File: config.mk
export PLATFORM = sky130hd
export DESIGN_NAME = json_byte_tokenizer_flat
export DESIGN_NICKNAME = d
export VERILOG_FILES = /design/src/rtl/jbt_pkg.sv /design/src/rtl/jbt_if.sv /design/src/rtl/jbt_step.sv /design/src/rtl/jbt_result_fifo.sv /design/src/rtl/json_byte_tokenizer.sv /design/src/flat_wrapper.sv
export VERILOG_INCLUDE_DIRS = /design/src /design/src/rtl
export SDC_FILE = /design/constraint.sdc
export NUM_CORES = 1
export LEC_CHECK = 0
export BUFFER_PORTS_ARGS = -buffer_cell sky130_fd_sc_hd__buf_2
export CORE_ASPECT_RATIO = 1.4
export CORE_UTILIZATION = 56
export DETAILED_ROUTE_END_ITERATION = 8
export GPL_TIMING_DRIVEN = 0
export PLACE_DENSITY_LB_ADDON = 0.25
export SKIP_LAST_GASP = 1
export SLEW_MARGIN = 10
export SYNTH_ARGS = -nofsm -noshare
export SYNTH_HDL_FRONTEND = slang
export SYNTH_SLANG_ARGS = --single-unit
File: constraint.sdc
create_clock -name i_clk -period 8.4 [get_ports i_clk]
set_clock_uncertainty 0.1 [all_clocks]
set_input_delay 0.84 -clock i_clk [delete_from_list [all_inputs] [get_ports i_clk]]
set_output_delay 0.84 -clock i_clk [all_outputs]
set_load 0.05 [all_outputs]
File: src/rtl/json_byte_tokenizer_defines.svh
// assertion macros shared by the tokenizer rtl
`ifndef JSON_BYTE_TOKENIZER_DEFINES_SVH
`define JSON_BYTE_TOKENIZER_DEFINES_SVH

// same-cycle implication, checked out of reset
`define JBT_ASSERT_NOW(label, ante, cons, msg) \
    label: assert property (@(posedge i_clk) disable iff (!i_rst_n) \
        (ante) |-> (cons)) else $error(msg);

// next-cycle implication, checked out of reset
`define JBT_ASSERT_NEXT(label, ante, cons, msg) \
    label: assert property (@(posedge i_clk) disable iff (!i_rst_n) \
        (ante) |=> (cons)) else $error(msg);

`endif

File: src/rtl/jbt_pkg.sv
package jbt_pkg;

    // scan modes
    typedef enum logic [3:0] {
        M_IDLE    = 4'd0,
        M_NEG     = 4'd1,
        M_INT     = 4'd2,
        M_DOT     = 4'd3,
        M_FRAC    = 4'd4,
        M_EXP     = 4'd5,
        M_EXPSIGN = 4'd6,
        M_EXPDIG  = 4'd7,
        M_STR     = 4'd8,
        M_ESC     = 4'd9,
        M_HEX     = 4'd10,
        M_CHOPEN  = 4'd11,
        M_CHCLOSE = 4'd12,
        M_WORD    = 4'd13,
        M_HALT    = 4'd14
    } t_mode;

    // token kinds
    localparam logic [3:0] KIND_NONE      = 4'd0;
    localparam logic [3:0] KIND_LBRACKET  = 4'd1;
    localparam logic [3:0] KIND_RBRACKET  = 4'd2;
    localparam logic [3:0] KIND_LBRACE    = 4'd3;
    localparam logic [3:0] KIND_RBRACE    = 4'd4;
    localparam logic [3:0] KIND_COLON     = 4'd5;
    localparam logic [3:0] KIND_COMMA     = 4'd6;
    localparam logic [3:0] KIND_STR_START = 4'd7;
    localparam logic [3:0] KIND_STR_CHAR  = 4'd8;
    localparam logic [3:0] KIND_STR_END   = 4'd9;
    localparam logic [3:0] KIND_NUM_CHAR  = 4'd10;
    localparam logic [3:0] KIND_INT_END   = 4'd11;
    localparam logic [3:0] KIND_FLOAT_END = 4'd12;
    localparam logic [3:0] KIND_WORD      = 4'd13;
    localparam logic [3:0] KIND_CHAR      = 4'd14;
    localparam logic [3:0] KIND_ERROR     = 4'd15;

    // error codes
    localparam logic [2:0] ERR_NONE        = 3'd0;
    localparam logic [2:0] ERR_EXP_DIGIT   = 3'd1;
    localparam logic [2:0] ERR_BAD_ESCAPE  = 3'd2;
    localparam logic [2:0] ERR_BAD_UNICODE = 3'd3;
    localparam logic [2:0] ERR_BAD_SYMBOL  = 3'd4;

    // word codes
    localparam logic [1:0] WORD_TRUE  = 2'd0;
    localparam logic [1:0] WORD_FALSE = 2'd1;
    localparam logic [1:0] WORD_NULL  = 2'd2;

    // depth of the result queue
    localparam int RESULT_DEPTH = 4;

    // scanner state carried from byte to byte
    typedef struct packed {
        t_mode       mode;
        logic [2:0]  word_index;
        logic [1:0]  word_select;
        logic [2:0]  hex_count;
        logic [7:0]  hex_accum;
        logic        number_is_float;
    } t_scan;

    // one token event without position
    typedef struct packed {
        logic [3:0] kind;
        logic [7:0] value;
        logic [2:0] err;
    } t_event;

    // everything the step logic produces for one byte
    typedef struct packed {
        logic [1:0] count;
        t_event     ev0;
        t_event     ev1;
        logic       new_line;
        logic       advance;
    } t_step_out;

    // one result as queued for the output channel
    typedef struct packed {
        logic [3:0]  kind;
        logic [7:0]  value;
        logic [2:0]  err;
        logic [15:0] line;
        logic [15:0] column;
        logic        last;
    } t_result;

endpackage

File: src/rtl/jbt_if.sv
// input channel: one text byte per request
interface jbt_in_if;
    logic       valid;
    logic       ready;
    logic [7:0] text_byte;
    logic       end_of_text;

    modport source (output valid, output text_byte, output end_of_text, input ready);
    modport sink (input valid, input text_byte, input end_of_text, output ready);
endinterface

// output channel: one token event per request
interface jbt_out_if;
    logic        valid;
    logic        ready;
    logic [3:0]  token_kind;
    logic [7:0]  token_value;
    logic [2:0]  error_code;
    logic [15:0] line_number;
    logic [15:0] column_number;
    logic        last_of_run;

    modport source (output valid, output token_kind, output token_value,
                    output error_code, output line_number, output column_number,
                    output last_of_run, input ready);
    modport sink (input valid, input token_kind, input token_value,
                  input error_code, input line_number, input column_number,
                  input last_of_run, output ready);
endinterface

File: src/rtl/jbt_step.sv
module jbt_step (
    input  jbt_pkg::t_scan     i_state,
    input  logic [7:0]         i_byte,
    input  logic               i_eot,
    output jbt_pkg::t_scan     o_next,
    output jbt_pkg::t_step_out o_out
);
    import jbt_pkg::*;

    function automatic t_event mk_ev(logic [3:0] kind, logic [7:0] value, logic [2:0] err);
        t_event e;
        e.kind  = kind;
        e.value = value;
        e.err   = err;
        return e;
    endfunction

    // expected letter of true, false or null
    function automatic logic [7:0] word_char(logic [1:0] sel, logic [2:0] idx);
        logic [7:0] c;
        case ({sel, idx})
            {WORD_TRUE, 3'd0}:  c = 8'h74;
            {WORD_TRUE, 3'd1}:  c = 8'h72;
            {WORD_TRUE, 3'd2}:  c = 8'h75;
            {WORD_TRUE, 3'd3}:  c = 8'h65;
            {WORD_FALSE, 3'd0}: c = 8'h66;
            {WORD_FALSE, 3'd1}: c = 8'h61;
            {WORD_FALSE, 3'd2}: c = 8'h6C;
            {WORD_FALSE, 3'd3}: c = 8'h73;
            {WORD_FALSE, 3'd4}: c = 8'h65;
            {WORD_NULL, 3'd0}:  c = 8'h6E;
            {WORD_NULL, 3'd1}:  c = 8'h75;
            {WORD_NULL, 3'd2}:  c = 8'h6C;
            {WORD_NULL, 3'd3}:  c = 8'h6C;
            default:            c = 8'h00;
        endcase
        return c;
    endfunction

    t_scan      n;
    t_event     ev_a, ev_b, ev_c;
    logic       va, vb, vc;
    logic       start, nl, adv;
    logic       is_digit;
    logic [2:0] word_len;
    logic [2:0] idx_inc;
    logic [2:0] hex_inc;
    logic [3:0] hex_val;
    logic       hex_ok;
    logic [7:0] acc_new;
    logic [3:0] end_kind;

    // digit and hex classification
    always_comb begin
        is_digit = i_byte inside {[8'h30:8'h39]};
        hex_ok   = 1'b1;
        if (is_digit) begin
            hex_val = i_byte[3:0];
        end else if (i_byte inside {[8'h61:8'h66]}) begin
            hex_val = 4'(i_byte - 8'h57);
        end else if (i_byte inside {[8'h41:8'h46]}) begin
            hex_val = 4'(i_byte - 8'h37);
        end else begin
            hex_val = 4'd0;
            hex_ok  = 1'b0;
        end
        word_len = (i_state.word_select == WORD_FALSE) ? 3'd5 : 3'd4;
        idx_inc  = i_state.word_index + 3'd1;
        hex_inc  = i_state.hex_count + 3'd1;
        acc_new  = {i_state.hex_accum[3:0], hex_val};
        end_kind = i_state.number_is_float ? KIND_FLOAT_END : KIND_INT_END;
    end

    // mode update and event selection for one byte
    always_comb begin
        n     = i_state;
        ev_a  = '0;
        ev_b  = '0;
        ev_c  = '0;
        va    = 1'b0;
        vb    = 1'b0;
        vc    = 1'b0;
        start = 1'b0;
        nl    = 1'b0;
        adv   = 1'b1;

        case (i_state.mode)
            M_NEG, M_EXPSIGN: begin
                va = 1'b1;
                if (is_digit) begin
                    ev_a   = mk_ev(KIND_NUM_CHAR, i_byte, ERR_NONE);
                    n.mode = (i_state.mode == M_NEG) ? M_INT : M_EXPDIG;
                end else begin
                    ev_a   = mk_ev(KIND_ERROR, i_byte, ERR_EXP_DIGIT);
                    n.mode = M_HALT;
                end
            end
            M_INT, M_FRAC: begin
                va = 1'b1;
                if (is_digit) begin
                    ev_a = mk_ev(KIND_NUM_CHAR, i_byte, ERR_NONE);
                end else if (i_byte == 8'h2E && i_state.mode == M_INT) begin
                    ev_a   = mk_ev(KIND_NUM_CHAR, i_byte, ERR_NONE);
                    n.mode = M_DOT;
                end else if (i_byte == 8'h65 || i_byte == 8'h45) begin
                    ev_a              = mk_ev(KIND_NUM_CHAR, i_byte, ERR_NONE);
                    n.number_is_float = 1'b1;
                    n.mode            = M_EXP;
                end else begin
                    ev_a   = mk_ev(end_kind, 8'h00, ERR_NONE);
                    n.mode = M_IDLE;
                    start  = 1'b1;
                end
            end
            M_DOT: begin
                va = 1'b1;
                if (is_digit) begin
                    ev_a              = mk_ev(KIND_NUM_CHAR, i_byte, ERR_NONE);
                    n.number_is_float = 1'b1;
                    n.mode            = M_FRAC;
                end else begin
                    ev_a   = mk_ev(KIND_ERROR, 8'h2E, ERR_BAD_SYMBOL);
                    n.mode = M_HALT;
                end
            end
            M_EXP: begin
                va = 1'b1;
                if (is_digit) begin
                    ev_a   = mk_ev(KIND_NUM_CHAR, i_byte, ERR_NONE);
                    n.mode = M_EXPDIG;
                end else if (i_byte == 8'h2B || i_byte == 8'h2D) begin
                    ev_a   = mk_ev(KIND_NUM_CHAR, i_byte, ERR_NONE);
                    n.mode = M_EXPSIGN;
                end else begin
                    ev_a   = mk_ev(end_kind, 8'h00, ERR_NONE);
                    n.mode = M_IDLE;
                    start  = 1'b1;
                end
            end
            M_EXPDIG: begin
                va = 1'b1;
                if (is_digit) begin
                    ev_a = mk_ev(KIND_NUM_CHAR, i_byte, ERR_NONE);
                end else begin
                    ev_a   = mk_ev(end_kind, 8'h00, ERR_NONE);
                    n.mode = M_IDLE;
                    start  = 1'b1;
                end
            end
            M_STR: begin
                if (i_byte == 8'h22) begin
                    va     = 1'b1;
                    ev_a   = mk_ev(KIND_STR_END, i_byte, ERR_NONE);
                    n.mode = M_IDLE;
                end else if (i_byte == 8'h5C) begin
                    n.mode = M_ESC;
                end else begin
                    va   = 1'b1;
                    ev_a = mk_ev(KIND_STR_CHAR, i_byte, ERR_NONE);
                    nl   = (i_byte == 8'h0A);
                end
            end
            M_ESC: begin
                va     = 1'b1;
                n.mode = M_STR;
                case (i_byte)
                    8'h22, 8'h5C, 8'h2F: ev_a = mk_ev(KIND_STR_CHAR, i_byte, ERR_NONE);
                    8'h62: ev_a = mk_ev(KIND_STR_CHAR, 8'h08, ERR_NONE);
                    8'h66: ev_a = mk_ev(KIND_STR_CHAR, 8'h0C, ERR_NONE);
                    8'h6E: ev_a = mk_ev(KIND_STR_CHAR, 8'h0A, ERR_NONE);
                    8'h72: ev_a = mk_ev(KIND_STR_CHAR, 8'h0D, ERR_NONE);
                    8'h74: ev_a = mk_ev(KIND_STR_CHAR, 8'h09, ERR_NONE);
                    8'h75: begin
                        va          = 1'b0;
                        n.hex_count = 3'd0;
                        n.hex_accum = 8'h00;
                        n.mode      = M_HEX;
                    end
                    default: begin
                        ev_a   = mk_ev(KIND_ERROR, i_byte, ERR_BAD_ESCAPE);
                        n.mode = M_HALT;
                    end
                endcase
            end
            M_HEX: begin
                if (!hex_ok) begin
                    va     = 1'b1;
                    ev_a   = mk_ev(KIND_ERROR, i_byte, ERR_BAD_UNICODE);
                    n.mode = M_HALT;
                end else begin
                    n.hex_accum = acc_new;
                    n.hex_count = hex_inc;
                    if (hex_inc >= 3'd4) begin
                        va          = 1'b1;
                        ev_a        = mk_ev(KIND_STR_CHAR, acc_new, ERR_NONE);
                        n.hex_count = 3'd0;
                        n.mode      = M_STR;
                    end
                end
            end
            M_CHOPEN: begin
                n.hex_accum = i_byte;
                n.mode      = M_CHCLOSE;
            end
            M_CHCLOSE: begin
                if (i_byte == 8'h20 || i_byte == 8'h09 || i_byte == 8'h0D) begin
                    n.mode = M_CHCLOSE;
                end else if (i_byte == 8'h0A) begin
                    nl = 1'b1;
                end else if (i_byte == 8'h27) begin
                    va     = 1'b1;
                    ev_a   = mk_ev(KIND_CHAR, i_state.hex_accum, ERR_NONE);
                    n.mode = M_IDLE;
                end else begin
                    va     = 1'b1;
                    ev_a   = mk_ev(KIND_ERROR, i_byte, ERR_BAD_SYMBOL);
                    n.mode = M_HALT;
                end
            end
            M_WORD: begin
                if (i_state.word_select == 2'd3 || i_state.word_index >= word_len
                        || i_byte != word_char(i_state.word_select, i_state.word_index)) begin
                    va     = 1'b1;
                    ev_a   = mk_ev(KIND_ERROR, i_byte, ERR_BAD_SYMBOL);
                    n.mode = M_HALT;
                end else begin
                    n.word_index = idx_inc;
                    if (idx_inc >= word_len) begin
                        va           = 1'b1;
                        ev_a         = mk_ev(KIND_WORD, {6'd0, i_state.word_select}, ERR_NONE);
                        n.word_index = 3'd0;
                        n.mode       = M_IDLE;
                    end
                end
            end
            M_HALT: begin
                adv = 1'b0;
            end
            default: begin
                n.mode = M_IDLE;
                start  = 1'b1;
            end
        endcase

        // start of a new token
        if (start) begin
            case (i_byte)
                8'h20, 8'h09, 8'h0D: nl = 1'b0;
                8'h0A: nl = 1'b1;
                8'h5B: begin vb = 1'b1; ev_b = mk_ev(KIND_LBRACKET, i_byte, ERR_NONE); end
                8'h5D: begin vb = 1'b1; ev_b = mk_ev(KIND_RBRACKET, i_byte, ERR_NONE); end
                8'h7B: begin vb = 1'b1; ev_b = mk_ev(KIND_LBRACE, i_byte, ERR_NONE); end
                8'h7D: begin vb = 1'b1; ev_b = mk_ev(KIND_RBRACE, i_byte, ERR_NONE); end
                8'h3A: begin vb = 1'b1; ev_b = mk_ev(KIND_COLON, i_byte, ERR_NONE); end
                8'h2C: begin vb = 1'b1; ev_b = mk_ev(KIND_COMMA, i_byte, ERR_NONE); end
                8'h22: begin
                    vb     = 1'b1;
                    ev_b   = mk_ev(KIND_STR_START, i_byte, ERR_NONE);
                    n.mode = M_STR;
                end
                8'h27: n.mode = M_CHOPEN;
                8'h2D: begin
                    vb = 1'b1;
                    if (i_eot) begin
                        ev_b   = mk_ev(KIND_ERROR, i_byte, ERR_EXP_DIGIT);
                        n.mode = M_HALT;
                    end else begin
                        ev_b              = mk_ev(KIND_NUM_CHAR, i_byte, ERR_NONE);
                        n.number_is_float = 1'b0;
                        n.mode            = M_NEG;
                    end
                end
                8'h74: begin n.word_select = WORD_TRUE;  n.word_index = 3'd1; n.mode = M_WORD; end
                8'h66: begin n.word_select = WORD_FALSE; n.word_index = 3'd1; n.mode = M_WORD; end
                8'h6E: begin n.word_select = WORD_NULL;  n.word_index = 3'd1; n.mode = M_WORD; end
                default: begin
                    vb = 1'b1;
                    if (is_digit) begin
                        ev_b              = mk_ev(KIND_NUM_CHAR, i_byte, ERR_NONE);
                        n.number_is_float = 1'b0;
                        n.mode            = M_INT;
                    end else begin
                        ev_b   = mk_ev(KIND_ERROR, i_byte, ERR_BAD_SYMBOL);
                        n.mode = M_HALT;
                    end
                end
            endcase
        end

        // final byte flushes an open number, or raises an error on an unfinished one
        if (i_eot && adv) begin
            case (n.mode)
                M_INT, M_FRAC, M_EXP, M_EXPDIG: begin
                    vc     = 1'b1;
                    ev_c   = mk_ev(n.number_is_float ? KIND_FLOAT_END : KIND_INT_END,
                                   8'h00, ERR_NONE);
                    n.mode = M_IDLE;
                end
                M_NEG, M_EXPSIGN: begin
                    vc     = 1'b1;
                    ev_c   = mk_ev(KIND_ERROR, i_byte, ERR_EXP_DIGIT);
                    n.mode = M_HALT;
                end
                M_DOT: begin
                    vc     = 1'b1;
                    ev_c   = mk_ev(KIND_ERROR, 8'h2E, ERR_BAD_SYMBOL);
                    n.mode = M_HALT;
                end
                default: vc = 1'b0;
            endcase
        end
    end

    // pack the first two events in order
    always_comb begin
        o_next         = n;
        o_out.new_line = nl;
        o_out.advance  = adv;
        o_out.ev0      = va ? ev_a : (vb ? ev_b : ev_c);
        o_out.ev1      = va ? (vb ? ev_b : ev_c) : ev_c;
        case ({va, vb, vc})
            3'b000:                      o_out.count = 2'd0;
            3'b100, 3'b010, 3'b001:      o_out.count = 2'd1;
            default:                     o_out.count = 2'd2;
        endcase
    end

endmodule

File: src/rtl/jbt_result_fifo.sv
module jbt_result_fifo (
    input  logic             i_clk,
    input  logic             i_rst_n,
    input  logic [1:0]       i_push_count,
    input  jbt_pkg::t_result i_entry0,
    input  jbt_pkg::t_result i_entry1,
    output logic             o_room,
    output logic             o_valid,
    output jbt_pkg::t_result o_entry,
    input  logic             i_ready
);
    import jbt_pkg::*;

    localparam int Depth = RESULT_DEPTH;
    localparam int AddrW = $clog2(Depth);
    localparam int CntW  = $clog2(Depth + 1);

    t_result          r_mem [Depth];
    logic [AddrW-1:0] r_wr;
    logic [AddrW-1:0] r_rd;
    logic [CntW-1:0]  r_count;
    logic             pop;

    // room for the worst case of two results from one byte
    assign o_room  = r_count <= CntW'(Depth - 2);
    assign o_valid = r_count != '0;
    assign o_entry = r_mem[r_rd];
    assign pop     = o_valid & i_ready;

    // storage writes
    always_ff @(posedge i_clk) begin
        if (i_push_count != 2'd0) begin
            r_mem[r_wr] <= i_entry0;
        end
        if (i_push_count == 2'd2) begin
            r_mem[r_wr + AddrW'(1)] <= i_entry1;
        end
    end

    // pointers and fill count
    always_ff @(posedge i_clk) begin
        if (!i_rst_n) begin
            r_wr    <= '0;
            r_rd    <= '0;
            r_count <= '0;
        end else begin
            r_wr    <= r_wr + AddrW'(i_push_count);
            r_rd    <= r_rd + AddrW'(pop);
            r_count <= r_count + CntW'(i_push_count) - CntW'(pop);
        end
    end

endmodule

File: src/rtl/json_byte_tokenizer.sv
// Streaming JSON tokenizer.
// i_in carries one text byte per request (text_byte, end_of_text); o_out
// carries token events, one per request, each with the line and column of
// the byte that caused it and last_of_run set on that byte's final event.
// A byte causes zero, one or two events; bytes that only advance the scan
// (white space, backslash, word letters) produce nothing on o_out.
// A byte is registered at the input, decoded from that register and its
// events written to a four-entry result queue that drives o_out.
// Throughput: one byte per cycle while each byte yields at most one event
// and o_out is taken every cycle; a byte yielding two events holds the
// output until both have been taken. A byte is decoded only while the
// queue has room for two events.
// Reset (synchronous, active low) empties the queue and returns the scanner
// to between tokens at line 1. After an error event the scanner ignores all
// bytes until reset. A stall on o_out fills the queue and then holds off
// i_in ready; nothing is dropped.
`include "json_byte_tokenizer_defines.svh"

module json_byte_tokenizer #(
    parameter int POSITION_WIDTH = 16
) (
    input logic        i_clk,
    input logic        i_rst_n,
    jbt_in_if.sink     i_in,
    jbt_out_if.source  o_out
);
    import jbt_pkg::*;

    logic                      r_in_valid;
    logic [7:0]                r_in_byte;
    logic                      r_in_eot;
    t_scan                     r_state;
    t_scan                     n_state;
    logic [POSITION_WIDTH-1:0] r_line;
    logic [POSITION_WIDTH-1:0] r_col;
    logic [POSITION_WIDTH-1:0] n_line;
    logic [POSITION_WIDTH-1:0] n_col;
    logic [POSITION_WIDTH-1:0] col_inc;
    t_step_out                 step;
    t_result                   entry0;
    t_result                   entry1;
    t_result                   out_entry;
    logic                      fifo_room;
    logic                      step_fire;
    logic [1:0]                push_count;
    logic                      halted;
    logic                      err_pushed;
    logic                      lf_taken;

    // input register
    assign step_fire  = r_in_valid & fifo_room;
    assign i_in.ready = !r_in_valid | step_fire;

    always_ff @(posedge i_clk) begin
        if (!i_rst_n) begin
            r_in_valid <= 1'b0;
        end else if (i_in.ready) begin
            r_in_valid <= i_in.valid;
        end
    end

    always_ff @(posedge i_clk) begin
        if (i_in.valid && i_in.ready) begin
            r_in_byte <= i_in.text_byte;
            r_in_eot  <= i_in.end_of_text;
        end
    end

    // per-byte decode
    jbt_step u_step (
        .i_state (r_state),
        .i_byte  (r_in_byte),
        .i_eot   (r_in_eot),
        .o_next  (n_state),
        .o_out   (step)
    );

    // position counters, saturating
    always_comb begin
        col_inc = (r_col == '1) ? r_col : r_col + POSITION_WIDTH'(1);
        n_line  = r_line;
        n_col   = r_col;
        if (step.advance) begin
            n_col = col_inc;
            if (step.new_line) begin
                n_col = '0;
                if (r_line != '1) begin
                    n_line = r_line + POSITION_WIDTH'(1);
                end
            end
        end
    end

    always_ff @(posedge i_clk) begin
        if (!i_rst_n) begin
            r_state <= '{mode: M_IDLE, word_index: 3'd0, word_select: 2'd0,
                         hex_count: 3'd0, hex_accum: 8'h00, number_is_float: 1'b0};
            r_line  <= POSITION_WIDTH'(1);
            r_col   <= '0;
        end else if (step_fire) begin
            r_state <= n_state;
            r_line  <= n_line;
            r_col   <= n_col;
        end
    end

    // results with position and end-of-run mark
    always_comb begin
        entry0.kind   = step.ev0.kind;
        entry0.value  = step.ev0.value;
        entry0.err    = step.ev0.err;
        entry0.line   = 16'(r_line);
        entry0.column = 16'(col_inc);
        entry0.last   = (step.count == 2'd1);
        entry1.kind   = step.ev1.kind;
        entry1.value  = step.ev1.value;
        entry1.err    = step.ev1.err;
        entry1.line   = 16'(r_line);
        entry1.column = 16'(col_inc);
        entry1.last   = 1'b1;
        push_count    = step_fire ? step.count : 2'd0;
    end

    jbt_result_fifo u_fifo (
        .i_clk        (i_clk),
        .i_rst_n      (i_rst_n),
        .i_push_count (push_count),
        .i_entry0     (entry0),
        .i_entry1     (entry1),
        .o_room       (fifo_room),
        .o_valid      (o_out.valid),
        .o_entry      (out_entry),
        .i_ready      (o_out.ready)
    );

    // output channel
    assign o_out.token_kind    = out_entry.kind;
    assign o_out.token_value   = out_entry.value;
    assign o_out.error_code    = out_entry.err;
    assign o_out.line_number   = out_entry.line;
    assign o_out.column_number = out_entry.column;
    assign o_out.last_of_run   = out_entry.last;

    // checks
    assign halted     = (r_state.mode == M_HALT);
    assign err_pushed = ((push_count != 2'd0) && (step.ev0.kind == KIND_ERROR)) ||
                        ((push_count == 2'd2) && (step.ev1.kind == KIND_ERROR));
    assign lf_taken   = step_fire & step.advance & step.new_line;

    `JBT_ASSERT_NOW(a_halt_silent, step_fire && halted, push_count == 2'd0, "result while halted")
    `JBT_ASSERT_NEXT(a_error_halts, err_pushed, halted, "error did not halt the scanner")
    `JBT_ASSERT_NEXT(a_newline_col, lf_taken, r_col == '0, "column not cleared after a line feed")
    `JBT_ASSERT_NOW(a_line_nonzero, 1'b1, r_line != '0, "line counter reached zero")

endmodule

File: src/flat_wrapper.sv
// flat-port wrapper written by rule: the top's interface ports become plain ports
module json_byte_tokenizer_flat import jbt_pkg::*;
#(
    parameter int POSITION_WIDTH = 16
)
  (i_clk, i_rst_n, i_in_valid, i_in_text_byte, i_in_end_of_text, i_in_ready, o_out_valid, o_out_token_kind, o_out_token_value, o_out_error_code, o_out_line_number, o_out_column_number, o_out_last_of_run, o_out_ready);
  jbt_in_if i_in_i ();
  jbt_out_if o_out_i ();
  input logic i_clk;
  input logic i_rst_n;
  input wire logic [$bits(i_in_i.valid)-1:0] i_in_valid;
  input wire logic [$bits(i_in_i.text_byte)-1:0] i_in_text_byte;
  input wire logic [$bits(i_in_i.end_of_text)-1:0] i_in_end_of_text;
  output wire logic [$bits(i_in_i.ready)-1:0] i_in_ready;
  output wire logic [$bits(o_out_i.valid)-1:0] o_out_valid;
  output wire logic [$bits(o_out_i.token_kind)-1:0] o_out_token_kind;
  output wire logic [$bits(o_out_i.token_value)-1:0] o_out_token_value;
  output wire logic [$bits(o_out_i.error_code)-1:0] o_out_error_code;
  output wire logic [$bits(o_out_i.line_number)-1:0] o_out_line_number;
  output wire logic [$bits(o_out_i.column_number)-1:0] o_out_column_number;
  output wire logic [$bits(o_out_i.last_of_run)-1:0] o_out_last_of_run;
  input wire logic [$bits(o_out_i.ready)-1:0] o_out_ready;
  assign i_in_i.valid = i_in_valid;
  assign i_in_i.text_byte = i_in_text_byte;
  assign i_in_i.end_of_text = i_in_end_of_text;
  assign i_in_ready = i_in_i.ready;
  assign o_out_valid = o_out_i.valid;
  assign o_out_token_kind = o_out_i.token_kind;
  assign o_out_token_value = o_out_i.token_value;
  assign o_out_error_code = o_out_i.error_code;
  assign o_out_line_number = o_out_i.line_number;
  assign o_out_column_number = o_out_i.column_number;
  assign o_out_last_of_run = o_out_i.last_of_run;
  assign o_out_i.ready = o_out_ready;
  json_byte_tokenizer #(.POSITION_WIDTH(POSITION_WIDTH)) u_core (.i_clk(i_clk), .i_rst_n(i_rst_n), .i_in(i_in_i), .o_out(o_out_i));
endmodule
==> results of run 1 <==
logic make-up (layout without fill, tap and decap cells):
kind of cell	count (synthesis)	count (layout)	share of synthesized area, %
compound gates	311	311	14.8
buf+inv	112	220	3.20
mux	61	61	8.37
xor+xnor	31	31	1.87
simple gates	546	546	20.2
fa+ha+maj	23	23	2.04
flops	262	262	49.5
state kept, by name, indices dropped and copies added (netlist names):
register	count
u_core.r_line	16
u_core.u_fifo.r_wr	2
u_core.r_col	16
u_core.r_in_valid	1
u_core.u_fifo.r_count	3
u_core.r_state	21
u_core.r_in_eot	1
u_core.u_fifo.r_mem	192
u_core.u_fifo.r_rd	2
u_core.r_in_byte	8
power by group:
| part | internal [uW] | switching (uW) | leakage (uW) |
|---|---|---|---|
| Clock | 661 | 488 | 0.000415 |
| Sequential | 1530 | 49.5 | 0.00223 |
| Combinational | 427 | 1010 | 0.00268 |
layout make-up:
| type | count | share of cell area, % |
|---|---|---|
| clock buffer | 34 | 4.69 |
| tap | 319 | 2.48 |
| timing repair buffer | 64 | 2.09 |
| multi-input combinational | 972 | 42.7 |
| buffer | 83 | 2.21 |
| clock inverter | 10 | 0.545 |
| inverter | 29 | 0.677 |
| sequential | 262 | 44.7 |
routing by layer:
layer  GRT usage (%)  vias up
met3            3.41      163
met4            22.2        0
li1                -     5265
met5               0        -
met2            60.2      490
met1            36.3     5570
per-stage QoR:
| step | hold slack (ns) | total power, uW |
|---|---|---|
| after floorplan | 0.335 | 2670 |
| final | 0.371 | 4170 |
| after detailed placement | 0.360 | 3040 |
| after CTS | 0.354 | 4180 |
| after global routing | 0.359 | 4330 |
| after global placement | 0.342 | 3020 |
worst paths after layout:
path,startpoint,endpoint,slack [ns],cells past startpoint
worst max-delay path,u_core.r_in_byte[0],u_core.u_fifo.r_count[2],1.27,21
worst min register to register,u_core.u_fifo.r_mem[3][0],u_core.u_fifo.r_mem[3][0],0.38,1
worst max register to register,u_core.r_in_byte[0],u_core.u_fifo.r_count[2],1.27,21
worst min-delay path,i_in_text_byte[4],u_core.r_in_byte[4],0.37,1
placed cells by master (no fill, tap or decap), drive strengths merged, types with 17 or more instances in the layout:
cell type	n
inv	31
dfxtp	69
and2	85
nand2	109
o21ai	76
nor2b	34
buf	95
nand3	29
a21oi	47
o22ai	43
xnor2	19
clkbuf	86
nand2b	17
mux4	48
nor3	30
edfxtp	193
nor2	130
ha	22
worst register-to-register path, delay by kind of cell (launching register included):
kind | cells | cell delay, ns
and+or+nand+nor | 4 | 2.19
buffers and inverters | 8 | 1.63
adders and majority gates | 4 | 1.18
AOI/OAI and AO/OA | 3 | 1.07
DFF | 1 | 0.57
xor gates and xnor gates | 2 | 0.29
==> results.md, run 1 <==
* Status: finished clean
* All-Layer GR Usage at about 33%
* Mean Syn Cell Area at 10.8 um2
* Max-slew violation count at 0
* Worst Setup End Kind: register
* Root buf cell: clkbuf_16
* Worst-Skew Late Latency at 0.54 ns
* Wire length on met3 at ~2200 um
* Die X at 138 um
* Top Layer Used: met4
* Register bit count reported by yosys at 262
* Drt first pass iters at 5
* Fin. Hold Viols at 0
* Fmax at 0.140 GHz
* Place WS at 1.53 ns
* Pin count of the biggest net entering global routing at 56
* CP arrival at 7.45 ns
* GPL Wtd Cong at around 1
* Area of the die at 0.0265 mm2
* Longest Clk Path Bufs at 3
* Crit Path Class: reg2reg
* CTS Buf Count at 24
* Crit path buf inv count at 8
* CTS tree: built
* Power per cell area at 260 mW/mm2
* Clk sinks at 262
* HP Class: in2reg
* Seq/Total Area, Yosys at ~50%
* Most used DFF post-synth: edfxtp_1
* Yosys top cell area share at 40.0%
* Total number of vias at 11500
* Area delta synth->final at 10.9%
* Post-route antenna net violation count at 0
* Fin Setup TNS at 0 ns
* Detailed router's first-iteration violation count at 790
* Crit start category: register
* Yosys warns at 0
* Final setup viols at 0
* IO Count at 63
* RSZ-0062 raised after global routing: false
* Fin crit period at 7.13 ns
* Synth Instances at 1346
* Setup Buffers After CTS at 0
* Clock transition at the registers of the reported paths at approximately 0.070 ns
* Synth cell count leaders: edfxtp_1, nor2_1, nand2_1
* Layout Cell Area excl Fill at 0.0161 mm2
* H-tree depth at 1
* Met2 wire len at around 23000 um
* Critical Path Max Stage Delay at 0.81 ns
* First-pass GRT wire length at 64900 um
* Post-CTS Resized at 0
* Vias in the first global route at 11300
* Reg area at 0.00718 mm2
* Slew HR at 12.2%
* Routed WL at 43200 um
* Critical path data required time at slightly below 9 ns
* Synth cell types at between 90 and 100
* Delay-heaviest family, CP: simple AND/OR/NAND/NOR gates
* Die Ht at slightly below 200 um
* Grt ovf at 0
* Core Area at 0.0254 mm2
* Asr flop ratio synth at 0%
* Worst Tran Pin Value at 1.31 ns
* Worst vdd ir at approximately 0.00027 V
* Filler cells at 2047
* Most frequent cell after synthesis: edfxtp_1
* IO buf count at 62
* Critical path, cell by cell: inv_1, clkbuf_1, ha_1, clkbuf_1, inv_1, nor4_1, o21bai_1, o31a_1, or4b_1, buf_2, o31a_1, clkbuf_1, nor4_1, inv_1, ha_1, inv_1, ha_1, fa_1, xnor2_1, xnor2_1, and2_1
* Initial Util at between 50% and 60%
* Syn Nets at 1382
* Placed Instances at 1729
* DRC violations left at 0
* MaxCap Viol Count at 0
* M1 WL at around 15000 um
* Post-synth EDFFs at 193
* Synthesized area at roughly 0.014 mm2
* Layout cell share with drive strength beyond 1 at between 10 and 15%
* Dpl hpwl at 31600 um
* Max stage delay cell, worst path: nor4_1
* Final Non-Filler Cells at 1773
* CP Max Fanout at 12
* Post-CTS Hold Fix Bufs at 0
* Placed cell area at 0.0152 mm2
* Top post-synthesis cells by area: edfxtp_1, dfxtp_1, mux4_2
* Period utilisation layout at 84.8%
* FP Rows at 69
* Vias/cell at 6.48
* Leakage at between 0.005 and 0.006 uW
* Setup slack after layout at roughly 1.3 ns
* Wire length per cell at 24.4 um
* Cell mode on critical path: inv_1
* Multi-input logic area at around 0.0069 mm2
* Initial antenna violation count at 0
* Final Util at 63.3%
* Largest area contributor in the netlist: edfxtp_1
* Layout Nets at between 1000 and 1500
* Ant. Diodes at 0
No activity file was read; power rests on OpenSTA's default activity.
==> run 2, diff against run 1 <==
ABC_AREA = 1   (was default)
clock period = 6.25 ns   (was 8.4 ns; I/O delays follow)
==> results.md, run 2 <==
* HP Class: in2reg
* First-pass GRT wire length at 72400 um
* Seq/Total Area, Yosys at 48.6%
* Routed WL at 46800 um
* Layout cell share with drive strength beyond 1 at 12.3%
* Critical path data required time at 6.30 ns
* Clock power share at between 20% and 30%
* Clk sinks at 262
* DRC violations left at 5
* Die Ht at 194 um
* Status: finished with violations
* Largest area contributor in the netlist: edfxtp_1
* Yosys warns at 0
* All-Layer GR Usage at 34.9%
* Layout Nets at around 1900
* Leakage at roughly 0.0064 uW
* H-tree depth at 1
* Grt ovf at 0
* Leading cell types in the layout, fill and taps excluded: nor2_1, nand2_1, edfxtp_1
* Synth Instances at 1816
* Filler cells at 2244
* CP arrival at 5.24 ns
* Post-CTS Hold Fix Bufs at 0
* Reg2reg setup slack at 1.06 ns
* R2R cell count at 19
* Core Area at 0.0256 mm2
* CTS tree: built
* FP Rows at a little under 70
* Synth cell count leaders: nor2_1, nand2_1, edfxtp_1
* Hold_sp: i_in_text_byte[0]
* Max-slew violation count at 0
* Most flop-heavy register: u_core.u_fifo.r_mem
* IO buf count at 61
* Failing checks: DRC
* Sw Pwr at 2710 uW
* Drt first pass iters at 7
* Worst-Skew Late Latency at 0.54 ns
* Post-CTS Resized at 0
* Vias/cell at between 6 and 7
* Switching share of total power at a little over two fifths
* Final setup viols at 0
* Yosys top cell area share at 39.3%
* Register bit count reported by yosys at 262
* GR Util met2 at 62.6%
* Commonest non-fill, non-tap cell in the layout: nor2_1
* Flop pwr share at around a third
* IO Count at 63
* Die X at 139 um
* Worst Setup End Kind: register
* RR Startpoint: u_core.r_in_byte[1]
* Multi-input logic area at 0.00643 mm2
* Met3 Resource Use GR at under 10%
* Most frequent cell after synthesis: nor2_1
* Area of the die at approximately 0.027 mm2
* Fin crit period at a little over 5 ns
* P_int at 3490 uW
* Detailed router's first-iteration violation count at 1204
* CP Max Fanout at 47
* Post-route antenna net violation count at 0
* RSZ-0062 raised after global routing: false
* Period utilisation layout at 83.0%
* Crit Path Class: reg2reg
* MaxCap Viol Count at 0
* Power per cell area at 381 mW/mm2
* Asr flop ratio synth at 0%
* GPL Wtd Cong at 1.02
* Setup Buffers After CTS at 0
* Pin count of the biggest net entering global routing at 49
* Dpl hpwl at 33800 um
* Root buf cell: clkbuf_16
* Worst Tran Pin Value at between 1 and 1.5 ns
* Vias in the first global route at 13500
* Fin. Hold Viols at 0
* Met1 usage at roughly 39%
* Post-synth EDFFs at 193
* Mean Syn Cell Area at 8.13 um2
* Largest regs: u_core.u_fifo.r_mem: 192 flops, u_core.r_state: 21 flops
* Fmax at slightly below 0.2 GHz
* Worst Hold Depth at 1
* Reg area at 0.00718 mm2
* Longest Clk Path Bufs at 3
* Initial Util at 57.6%
* Hold EP: u_core.r_in_byte[0]
* Area delta synth->final at 10.3%
* CTS Buf Count at 25
* Total number of vias at 13600
* Max reg flops at 192
* Synthesized area at 0.0148 mm2
* Top Usage Layer GRT: met2
* Crit start category: register
* Synth cell types at 56
* Ant. Diodes at 0
* Syn Nets at 1852
* R2r endpoint: u_core.u_fifo.r_mem[1][38]
* Top post-synthesis cells by area: edfxtp_1, dfxtp_1, nor2_1
* Worst vdd ir at 0.000219 V
* Most used DFF post-synth: edfxtp_1
* Slew HR at 17.8%
* Clock transition at the registers of the reported paths at roughly 0.070 ns
* Logic pwr share at about two fifths
* Initial antenna violation count at 0
* WHS at about 0.16 ns
* Wire length per cell at 20.9 um
* Fin Setup TNS at 0 ns
## run 2: worst max path at each step
stage                        start                          to  slack [ns]  depth (start not counted)
2_1_floorplan  u_core.r_in_byte[1]    u_core.u_fifo.r_count[2]        2.32                         24
3_3_place_gp   u_core.r_in_byte[1]  u_core.u_fifo.r_mem[0][28]        0.91                         21
3_5_place_dp   u_core.r_in_byte[1]    u_core.u_fifo.r_count[2]        1.21                         25
4_1_cts        u_core.r_in_byte[1]    u_core.u_fifo.r_count[2]        1.17                         24
5_1_grt        u_core.r_in_byte[1]    u_core.u_fifo.r_count[2]        0.85                         25
6_report       u_core.r_in_byte[1]  u_core.u_fifo.r_mem[1][38]        1.06                         19
## run 2: worst max-delay path: stages (launching register included)
cell and delay (ns):
edfxtp_1 0.66, inv_1 0.34, ha_1 0.38, nand2_1 0.10
nor2_1 0.05, nor2_2 0.22, nand2_1 0.10, nor2_2 0.39
nand2_1 0.34, nand2_1 0.19, nor2_1 0.09, nand3_1 0.09
nor2_1 0.07, nand3_2 0.08, nand2_2 0.09, nand2_4 0.12
nand2_2 0.17, inv_4 0.20, nor2_4 0.10, inv_2 0.89
## run 2: logic make-up after synthesis
kind of cell,count (synthesis),synth area share [%]
AND/OR/NAND/NOR,901,27.0
AO/OA/AOI/OAI,352,13.7
buffers and inverters,264,7.87
flip-flops,262,48.6
adder cells (fa/ha/maj),23,2.00
XOR/XNOR,14,0.831
## run 2: area by class of cell
| cell class | instances | share of cell area (%) |
|---|---|---|
| Inverter | 191 | 4.54 |
| Clock buffer | 35 | 4.44 |
| Sequential cell | 262 | 44.1 |
| Tap cell | 319 | 2.45 |
| Clock inverter | 11 | 0.507 |
| Buffer | 73 | 2.59 |
| Multi-Input combinational cell | 1290 | 39.5 |
| Timing Repair Buffer | 61 | 1.88 |
## run 2: routing by layer
metal / up-vias / part of all wire [%]
met5: - / 0
met4: 0 / 6.2
met3: 180 / 7.0
met2: 669 / 51
met1: 6335 / 35
li1: 6367 / -
## run 2: power groups by stage
stage | clock [uW] | sequential (uW) | combinational [uW]
final | 1500 | 2160 | 2540
after global routing | 1580 | 2170 | 2700
after CTS | 1510 | 2150 | 2510
after detailed placement | 0 | 2190 | 2500
after global placement | 0 | 2180 | 2460
after floorplan | 0 | 2160 | 1810
## run 2: stage by stage
step	power, uW	std cells	cell area (um2)	util [%]	setup slack [ns]
after floorplan	3980	1816	14800	-	2.32
after global placement	4640	2196	15500	60.3	0.908
after detailed placement	4690	2196	15500	60.3	1.21
after CTS	6180	2242	16300	63.5	1.17
after global routing	6450	2242	16300	63.5	0.850
final	6200	2242	16300	63.5	1.06
==> run 3, diff against run 2 <==
ABC_AREA = 0   (was 1)
clock period = 5.1 ns   (was 6.25 ns; I/O delays follow)
==> results.md, run 3 (synthesis gave the netlist of run 1 again) <==
* Post-route antenna net violation count at 0
* Fin. Hold Viols at 0
* Commonest non-fill, non-tap cell in the layout: edfxtp_1
* Layout Cell Area excl Fill at about 0.016 mm2
* Root buf cell: clkbuf_16
* CP arrival at 5.31 ns
* Critical path data required time at 5.40 ns
* Ant. Diodes at 0
* Placed cell area at 0.0152 mm2
* Most flop-heavy register: u_core.u_fifo.r_mem
* Worst vdd ir at 0.000419 V
* CTS tree: built
* Vias in the first global route at 11600
* IO Count at 63
* Clock transition at the registers of the reported paths at ~0.06 ns
* CP Max Fanout at 6
* Worst Hold Depth at 1
* Power per cell area at roughly 410 mW/mm2
* H-tree depth at 1
* R2r endpoint: u_core.u_fifo.r_count[2]
* Vias/cell at 6.53
* FP Rows at 69
* Pin count of the biggest net entering global routing at 56
* Clk sinks at 262
* Filler cells at slightly below 2000
* Max-slew violation count at 0
* Initial antenna violation count at 0
* IO buf count at 62
* DRC violations left at 0
* Drt first pass iters at 5
* Slew HR at 28.9%
* Reg2reg setup slack at 0.09 ns
* Detailed router's first-iteration violation count at 815
* Initial Util at about 57%
* Layout cell share with drive strength beyond 1 at 19.1%
* HP Class: in2reg
* Die Ht at 192 um
* R2R cell count at 20
* Wire length per cell at between 20 and 25 um
* Total number of vias at 11700
* Final setup viols at 0
* Longest Clk Path Bufs at 3
* Hold EP: u_core.r_in_byte[2]
* WHS at ~0.055 ns
* First-pass GRT wire length at approximately 66000 um
* Worst Tran Pin Value at 1.04 ns
* All-Layer GR Usage at 33.8%
* GPL Wtd Cong at 1.03
* P_int at 4260 uW
* Sw Pwr at 2540 uW
* Dpl hpwl at about 32000 um
* Hold_sp: i_in_text_byte[2]
* Clock power share at 25.7%
* Fmax at 0.200 GHz
* Max reg flops at 192
* Worst Setup End Kind: register
* Largest regs: u_core.u_fifo.r_mem: 192 flops, u_core.r_state: 21 flops
* Leakage at 0.00547 uW
* Layout Nets at 1489
* CTS Buf Count at 24
* Crit start category: register
* Grt ovf at 0
* Routed WL at 44100 um
* MaxCap Viol Count at 0
* Period utilisation layout at slightly below 100%
* Core Area at 0.0254 mm2
* Leading cell types in the layout, fill and taps excluded: edfxtp_1, nor2_1, nand2_1
* Die X at 138 um
* Area delta synth->final at 13.7%
* RR Startpoint: u_core.r_in_byte[1]
* Worst-Skew Late Latency at approximately 0.53 ns
* Fin crit period at 5.01 ns
* Flop pwr share at 38.4%
* Area of the die at 0.0265 mm2
* Status: finished clean
* Logic pwr share at 35.9%
* Crit Path Class: reg2reg
* Switching share of total power at 37.4%
run 3: worst max-delay path: stages (launching register included):
cell and delay (ns):
edfxtp_1 0.41, buf_6 0.16, clkinvlp_4 0.14, ha_4 0.18, or3b_4 0.40, a2111oi_4 0.42, nor2_2 0.12, nand4_1 0.10
a31oi_1 0.10, or4b_4 0.54, buf_6 0.15, o31a_4 0.39, nor4_4 0.31, inv_1 0.08, ha_1 0.28, inv_1 0.04
ha_1 0.19, fa_2 0.34, xnor2_1 0.14, xnor2_1 0.12, and2_1 0.15
run 3: layout make-up:
type	count	area, um2	area share (%)
Buffer	79	377	2.29
Clock buffer	36	697	4.23
Clock inverter	8	58.8	0.357
Inverter	29	115	0.698
Multi-Input combinational cell	972	7160	43.4
Sequential cell	262	7180	43.6
Tap cell	319	399	2.42
Timing Repair Buffer	85	493	2.99
run 3: worst max-delay path by stage:
stage	from	endpoint	slack, ns	cells after the start
3_3_place_gp	u_core.r_in_byte[1]	u_core.u_fifo.r_mem[1][21]	-2.17	16
2_1_floorplan	u_core.r_in_byte[0]	u_core.u_fifo.r_count[2]	0.05	20
5_1_grt	u_core.r_in_byte[1]	u_core.u_fifo.r_count[2]	-0.01	20
4_1_cts	u_core.r_in_byte[1]	u_core.u_fifo.r_count[2]	0.007	18
6_report	u_core.r_in_byte[1]	u_core.u_fifo.r_count[2]	0.09	20
3_5_place_dp	u_core.r_in_byte[1]	u_core.u_fifo.r_count[2]	-1.43	22
run 3: per-layer routing:
metal / GRT usage (%) / part of all wire [%]
met1: 36.1 / 35
met2: 61.2 / 52
met3: 3.73 / 5.5
met4: 23.8 / 7.5
met5: 0 / 0
run 3: what timing repair did:
| action | in CTS | in global routing |
|---|---|---|
| setup endpoints to repair | 370 | 228 |
| gates resized for setup | 45 | 45 |
| hold buffers | 0 | 0 |
| buffers inserted | 5 | 16 |
| pin swaps | 4 | 10 |
run 3: power groups by stage:
stage / logic [uW] / registers, uW / clock network (uW)
floorplan: 1770 / 2620 / 0
global placement: 2330 / 2640 / 0
detailed placement: 2360 / 2650 / 0
CTS: 2410 / 2610 / 1750
global route: 2590 / 2630 / 1830
finish: 2440 / 2610 / 1750
run 3: metrics by stage:
stage | TNS [ns] | utilization (%) | setup slack, ns | power, uW | std cells
3_5_place_dp | -166.77 | 60.0 | -1.43 | 5020 | 1729
3_3_place_gp | -316.27 | 59.9 | -2.17 | 4980 | 1727
6_report | 0 | 64.9 | 0.0885 | 6800 | 1790
2_1_floorplan | 0 | - | 0.0452 | 4400 | 1346
5_1_grt | -0.0114 | 64.9 | -0.0114 | 7060 | 1790
4_1_cts | 0 | 63.8 | 0.00672 | 6770 | 1775
